===== config.mk =====
export PLATFORM = sky130hd
export DESIGN_NAME = two_layer_xor_packet_deframer_unit
export DESIGN_NICKNAME = d
export VERILOG_FILES = /design/src/sv/xdfr_pkg.sv /design/src/sv/two_layer_xor_packet_deframer_unit.sv
export SDC_FILE = /design/constraint.sdc
export NUM_CORES = 1
export LEC_CHECK = 0
export BUFFER_PORTS_ARGS = -buffer_cell sky130_fd_sc_hd__buf_2
export CELL_PAD_IN_SITES_DETAIL_PLACEMENT = 1
export CELL_PAD_IN_SITES_GLOBAL_PLACEMENT = 2
export CORE_ASPECT_RATIO = 1.5
export CORE_MARGIN = 5
export CORE_UTILIZATION = 30
export CTS_CLUSTER_DIAMETER = 50
export DETAILED_ROUTE_END_ITERATION = 8
export PLACE_DENSITY = 0.71
export SLEW_MARGIN = 20
export SYNTH_ARGS = -nofsm -noshare
export SYNTH_HDL_FRONTEND = slang
export SYNTH_SLANG_ARGS = --single-unit
export TNS_END_PERCENT = 1

===== constraint.sdc =====
create_clock -name clk -period 3 [get_ports clk]
set_input_delay 0.6 -clock clk [delete_from_list [all_inputs] [get_ports clk]]
set_output_delay 0.6 -clock clk [all_outputs]
set_load 0.05 [all_outputs]

===== src/sv/xdfr_pkg.sv =====
// Shared types, codes and helpers for the two-layer XOR packet deframer.
// No dependencies; imported by two_layer_xor_packet_deframer_unit.
package xdfr_pkg;

    localparam int unsigned BYTE_W  = 8;
    localparam int unsigned OLEN_W  = 7;
    localparam int unsigned IPOS_W  = 17;

    localparam logic [BYTE_W-1:0] OUTER_MAX_LEN = 8'd126;
    localparam logic [IPOS_W-1:0] INNER_OVERHEAD = 17'd3;

    typedef enum logic [1:0] {
        PH_LEN     = 2'd0,
        PH_PAYLOAD = 2'd1,
        PH_CHECK   = 2'd2
    } phase_t;

    typedef enum logic [1:0] {
        RPL_NONE = 2'd0,
        RPL_ACK  = 2'd1,
        RPL_NAK  = 2'd2
    } reply_t;

    typedef enum logic [1:0] {
        ST_BUSY   = 2'd0,
        ST_GOOD   = 2'd1,
        ST_BADSUM = 2'd2,
        ST_SHORT  = 2'd3
    } status_t;

    function automatic logic [BYTE_W-1:0] flip_bits(input logic [BYTE_W-1:0] b);
        logic [BYTE_W-1:0] r;
        for (int i = 0; i < BYTE_W; i++)
        begin
            r[i] = b[BYTE_W-1-i];
        end
        return r;
    endfunction

endpackage


===== src/sv/two_layer_xor_packet_deframer_unit.sv =====
// Each accepted beat passes through the input register and then the result register,
// which shows its result beat until it is taken.
// Throughput: one beat per cycle while each result is taken; the input register feeds the
// deframing logic, whose state and the result register update together.
// The input side keeps taking beats while a result waits, until both stages are full.
// Reset (rst_n, asynchronous, active low) empties both stages, sets the outer
// layer to await a length byte, clears the inner layer and expects a first frame.
module two_layer_xor_packet_deframer_unit
    import xdfr_pkg::*;
(
    input  logic              clk,
    input  logic              rst_n,
    input  logic              in_valid,
    output logic              in_ready,
    input  logic [BYTE_W-1:0] rx_byte,
    output logic              out_valid,
    input  logic              out_ready,
    output logic              data_valid,
    output logic [BYTE_W-1:0] data_byte,
    output logic [1:0]        reply,
    output logic [1:0]        transfer_status
);

    logic              in_valid_reg;
    logic [BYTE_W-1:0] in_byte_reg;
    logic              out_valid_reg;
    logic              data_valid_reg, data_valid_next;
    logic [BYTE_W-1:0] data_byte_reg, data_byte_next;
    reply_t            reply_reg, reply_next;
    status_t           status_reg, status_next;

    phase_t            phase_reg, phase_next;
    logic [OLEN_W-1:0] olen_reg, olen_next;
    logic [OLEN_W-1:0] opos_reg, opos_next;
    logic [BYTE_W-1:0] osum_reg, osum_next;
    logic [IPOS_W-1:0] itotal_reg, itotal_next;
    logic [IPOS_W-1:0] ipos_c_reg, ipos_c_next;
    logic [IPOS_W-1:0] ipos_p_reg, ipos_p_next;
    logic [BYTE_W-1:0] isum_c_reg, isum_c_next;
    logic [BYTE_W-1:0] isum_p_reg, isum_p_next;
    logic [BYTE_W-1:0] size_lo_reg, size_lo_next;
    logic [BYTE_W-1:0] icheck_reg, icheck_next;
    logic              first_reg, first_next;

    logic              slot_free;
    logic              advance;
    logic [BYTE_W-1:0] b;
    logic [OLEN_W-1:0] opos_inc;
    logic [IPOS_W-1:0] ipos_inc;
    logic              ack_ok;
    logic              too_long;

    assign slot_free = !out_valid_reg || out_ready;
    assign advance   = in_valid_reg && slot_free;
    assign in_ready  = !in_valid_reg || slot_free;

    assign b        = flip_bits(in_byte_reg);
    assign opos_inc = opos_reg + OLEN_W'(1);
    assign ipos_inc = ipos_p_reg + IPOS_W'(1);
    assign ack_ok   = (b == osum_reg);
    assign too_long = (b > OUTER_MAX_LEN);

    // outer phase sequencing
    always_comb
    begin
        phase_next = phase_reg;
        unique case (phase_reg)
            PH_PAYLOAD:
            begin
                phase_next = (opos_inc >= olen_reg) ? PH_CHECK : PH_PAYLOAD;
            end
            PH_CHECK:
            begin
                phase_next = PH_LEN;
            end
            default:
            begin
                if (too_long)
                begin
                    phase_next = PH_LEN;
                end
                else
                begin
                    phase_next = (b[OLEN_W-1:0] == '0) ? PH_CHECK : PH_PAYLOAD;
                end
            end
        endcase
    end

    // datapath and result
    always_comb
    begin
        olen_next       = olen_reg;
        opos_next       = opos_reg;
        osum_next       = osum_reg;
        itotal_next     = itotal_reg;
        ipos_c_next     = ipos_c_reg;
        ipos_p_next     = ipos_p_reg;
        isum_c_next     = isum_c_reg;
        isum_p_next     = isum_p_reg;
        size_lo_next    = size_lo_reg;
        icheck_next     = icheck_reg;
        first_next      = first_reg;
        data_valid_next = 1'b0;
        data_byte_next  = '0;
        reply_next      = RPL_NONE;
        status_next     = ST_BUSY;
        unique case (phase_reg)
            PH_PAYLOAD:
            begin
                osum_next = osum_reg ^ b;
                opos_next = opos_inc;
                priority if (ipos_p_reg == IPOS_W'(0))
                begin
                    size_lo_next = b;
                    isum_p_next  = isum_p_reg ^ b;
                    ipos_p_next  = ipos_inc;
                end
                else if (ipos_p_reg == IPOS_W'(1))
                begin
                    itotal_next = {1'b0, b, size_lo_reg} + INNER_OVERHEAD;
                    isum_p_next = isum_p_reg ^ b;
                    ipos_p_next = ipos_inc;
                end
                else if (ipos_p_reg >= itotal_reg)
                begin
                    ipos_p_next = ipos_p_reg;
                end
                else if (ipos_inc == itotal_reg)
                begin
                    icheck_next = b;
                    ipos_p_next = ipos_inc;
                end
                else
                begin
                    isum_p_next     = isum_p_reg ^ b;
                    ipos_p_next     = ipos_inc;
                    data_valid_next = 1'b1;
                    data_byte_next  = b;
                end
            end
            PH_CHECK:
            begin
                if (ack_ok)
                begin
                    reply_next  = RPL_ACK;
                    ipos_c_next = ipos_p_reg;
                    isum_c_next = isum_p_reg;
                    if (first_reg && (olen_reg < OLEN_W'(2)))
                    begin
                        status_next = ST_SHORT;
                        first_next  = 1'b1;
                    end
                    else
                    begin
                        first_next = 1'b0;
                        if (ipos_p_reg >= itotal_reg)
                        begin
                            status_next = (icheck_reg == isum_p_reg) ? ST_GOOD : ST_BADSUM;
                            first_next  = 1'b1;
                        end
                    end
                    // restart the inner layer for a new transfer
                    if (status_next != ST_BUSY)
                    begin
                        itotal_next  = '0;
                        ipos_c_next  = '0;
                        ipos_p_next  = '0;
                        isum_c_next  = '0;
                        isum_p_next  = '0;
                        size_lo_next = '0;
                        icheck_next  = '0;
                    end
                end
                else
                begin
                    reply_next  = RPL_NAK;
                    ipos_p_next = ipos_c_reg;
                    isum_p_next = isum_c_reg;
                end
            end
            default:
            begin
                if (too_long)
                begin
                    reply_next  = RPL_NAK;
                    ipos_p_next = ipos_c_reg;
                    isum_p_next = isum_c_reg;
                end
                else
                begin
                    olen_next = b[OLEN_W-1:0];
                    osum_next = b;
                    opos_next = '0;
                end
            end
        endcase
    end

    always_ff @(posedge clk or negedge rst_n)
    begin
        if (!rst_n)
        begin
            in_valid_reg  <= 1'b0;
            out_valid_reg <= 1'b0;
            phase_reg     <= PH_LEN;
            olen_reg      <= '0;
            opos_reg      <= '0;
            osum_reg      <= '0;
            itotal_reg    <= '0;
            ipos_c_reg    <= '0;
            ipos_p_reg    <= '0;
            isum_c_reg    <= '0;
            isum_p_reg    <= '0;
            size_lo_reg   <= '0;
            icheck_reg    <= '0;
            first_reg     <= 1'b1;
        end
        else
        begin
            if (in_ready)
            begin
                in_valid_reg <= in_valid;
            end
            if (advance)
            begin
                out_valid_reg <= 1'b1;
                phase_reg     <= phase_next;
                olen_reg      <= olen_next;
                opos_reg      <= opos_next;
                osum_reg      <= osum_next;
                itotal_reg    <= itotal_next;
                ipos_c_reg    <= ipos_c_next;
                ipos_p_reg    <= ipos_p_next;
                isum_c_reg    <= isum_c_next;
                isum_p_reg    <= isum_p_next;
                size_lo_reg   <= size_lo_next;
                icheck_reg    <= icheck_next;
                first_reg     <= first_next;
            end
            else if (out_ready)
            begin
                out_valid_reg <= 1'b0;
            end
        end
    end

    // payload registers: hold until the next beat moves through
    always_ff @(posedge clk)
    begin
        if (in_ready && in_valid)
        begin
            in_byte_reg <= rx_byte;
        end
        if (advance)
        begin
            data_valid_reg <= data_valid_next;
            data_byte_reg  <= data_byte_next;
            reply_reg      <= reply_next;
            status_reg     <= status_next;
        end
    end

    assign out_valid       = out_valid_reg;
    assign data_valid      = data_valid_reg;
    assign data_byte       = data_byte_reg;
    assign reply           = reply_reg;
    assign transfer_status = status_reg;

endmodule

==> reports/metrics.cfg <==
[placement]
place_inst = 1208
dp.final_hpwl_mm = 19.3
place_congestion = 0.915
port_buffers = 26

[drt]
drt_wl_total_mm = 26.3
routed.top_layer = met4
wl_per_cell_um = 21.2
drtIter0Drc = 400
dr.pass1.iters = 5
viasPerCell = 5.38
met1_length_mm = 10.7
met3WireLength_um = 649
vias = 6681
wl_met2_mm = 14.2
antenna_left = 0
drc = 0

[sta]
layout_worst_path_cycle_share_pct = 97.2
period_needed_ns = 2.92
hold_ws_ns = 0.109
max_slew_margin_pct = 45.9
grt_setup_unrepaired = true
finClkSkew_ns = 0.0111
hold_viol = 0
max_freq_mhz = 343
setup_violations = 0
worst_pin_slew_ns = 0.809
drv_slew = 0

[setup_path]
critPathCaptureType = flop
slowest_delay_ns = 0.48
reg2reg_slack_ns = 0.08
cp_common_cell = buf_4
path_buf_inv = 3
crit_path_start = ipos_p_reg[0]$_DFFE_PN0P_
cp_slowest_cell = nor4_1
timing.rr.start = ipos_p_reg[0]$_DFFE_PN0P_
worstPathArrival_ns = 3.21
worstPathRequired_ns = 3.29
crit_path_end = data_byte[7]$_SDFFCE_PP0P_
path_class = reg -> reg
rr_worst_depth = 11
critPathLaunchType = flop
crit_family = simple AND/OR/NAND/NOR gates
crit_chain = ha_1 -> nand3_2 -> buf_4 -> nor4_1 -> or3b_1 -> nor4_2 -> buf_4 -> and4_2 -> a211oi_4 -> buf_12 -> and2_1
crit_fanout = 9
cp.depth = 11
r2r_end = data_byte[7]$_SDFFCE_PP0P_

[synthesis]
yosys.area_share.simple_pct = 18.6
synth_compound_area_share_pct = 18.8
synth_cells = 819
synth.area.mux_share_pct = 2.70
async_flop_share_pct = 84.0
ys_ff_latch = 131
syn_area_um2 = 7920
synth_adder_area_share_pct = 4.90
syn_area_per_cell_um2 = 9.67
synth_edf_count = 21
synth_top_family_by_area = compound AO/OA/AOI/OAI gates
yosysUniqueCellTypes = 75
synth_flop_cell = dfrtp_1
ys_warn_count = 0
synthXorXnorAreaFrac_pct = 7.19
synth-seq-area-share_pct = 42.7
syn_nets = 862

[cells_and_area]
final_layout_size_suffix_gt1_share_pct = 19.9
antennaDiodeCount = 0
synthToLayoutAreaGrowth_pct = 21.1
register_area_um2 = 3380
fillCellCount = 2971
post-route-util_pct = 37.0
layout.cells.non_filler = 1242
nets = 939
multi_input_area_um2 = 4150

[clock_tree]
clockRootBuffer = clkbuf_16
cts_sinks = 131
htreeDepth = 4
cts_made_buffers = 17
clkTransAtPathRegs_ns = 0.06
clk_latency_ns = 0.43
cts_buffer_depth = 2
cts_tree = built

[global_routing]
grt_first_pass_wirelength_mm = 42.2
antenna_found_initial = 0
grt_max_degree = 55
track_usage_pct = 18.2
first_global_vias = 7231
grt-ovfl-total = 0

[floorplanning]
dieArea_um2 = 29800
start_util_pct = 30.5
rows = 72
die_x_um = 143
core_area_um2 = 25900
die_h_um = 209
num_io_pins = 27

[power_and_ir_drop]
max-vdd-ir-drop_uv = 376
powerDensity_nw_per_um2 = 761
power_leakage_nw = 4.04

[worst_hold_path]
hold_path.class = in -> async

[job]
max_cap_violations = 0

[run_status]
status = finished, final reports clean

==> synthesized netlist by cell type (17+ instances only) <==
cell type,instances,area (um^2)
nor4_1,17,106
a21oi_1,38,190
dfrtp_1,109,2730
o21ai_0,40,200
inv_1,37,139
edfxtp_1,21,631
nand2_1,110,413
nand4_1,18,113
ha_1,31,388
o2bb2ai_1,23,201
xor2_1,35,307
nand3_1,31,155
nor2_1,25,93.8
clkbuf_1,37,139
xnor2_1,30,263
==> per-stage QoR <==
stage	power (mW)	worst slack (ns)	area [um^2]	setup TNS, ns
floorplan	4.08	0.203	7920	0
global placement	4.91	0.127	8890	0
detailed placement	4.96	0.0471	8890	0
CTS	7.33	0.0517	9550	0
global route	7.72	-0.0274	9590	-0.155
finish	7.29	0.0849	9590	0
==> cells by family after synthesis <==
logic type	Yosys count
AOI/OAI and AO/OA	204
xor gates and xnor gates	65
adders and majority gates	31
buffers and inverters	93
DFF	131
muxes	20
and+or+nand+nor	275
==> placed cells by master, fill, tap and decap left out, drive strengths merged, types with 4 or more instances in the layout <==
cell,n
xor2,35
clkbuf,21
a22oi,16
bufinv,4
o2bb2ai,23
mux2i,9
nand4,20
nor3,17
dfrtp,109
o31ai,9
nand3,33
a21oi,39
nor4,25
inv,37
o311ai,9
o21ai,42
xnor2,30
nor2b,5
a32o,6
and2,9
nand2,110
a22o,8
o2111ai,7
nand2b,7
o211ai,12
nor2,26
edfxtp,21
buf,113
clkinv,5
o21a,4
mux2,11
ha,31
and3,8
==> power by group <==
part	total [mW]	internal [mW]	switching, mW
Clock	2.32	1.49	0.837
Combinational	2.49	1.01	1.49
Sequential	2.48	2.15	0.325
==> timing repair <==
| item | in CTS | in global routing |
|---|---|---|
| hold buffers | 0 | 0 |
| setup endpoints to repair | 0 | 43 |
| gates resized for setup | 0 | 5 |
| setup buffers | 0 | 2 |
==> layout make-up <==
type,count,area share (%)
Multi-Input combinational cell,595,43.3
Sequential cell,131,35.3
Timing Repair Buffer,113,8.72
Clock buffer,21,5.02
Tap cell,333,4.34
Clock inverter,11,1.81
Inverter,38,1.49
==> worst min-delay path by stage <==
stage	slack [ns]	cells after the start	start	to
final	0.11	1	rst_n	osum_reg[5]$_DFFE_PN0P_
after global routing	0.12	1	rst_n	osum_reg[5]$_DFFE_PN0P_
after CTS	0.11	1	rst_n	osum_reg[6]$_DFFE_PN0P_
after detailed placement	0.46	2	ipos_c_reg[15]$_DFFE_PN0P_	ipos_c_reg[15]$_DFFE_PN0P_
after global placement	0.46	2	ipos_c_reg[15]$_DFFE_PN0P_	ipos_c_reg[15]$_DFFE_PN0P_
after floorplan	0.30	0	rst_n	icheck_reg[0]$_DFFE_PN0P_
==> per-layer routing <==
layer	GRT usage, %	vias up
li1	-	3150
met1	21.3	3400
met2	33.0	94
met3	3.02	37
met4	6.72	0
met5	0	-
Note: power is estimated with default switching activity, not from simulation.
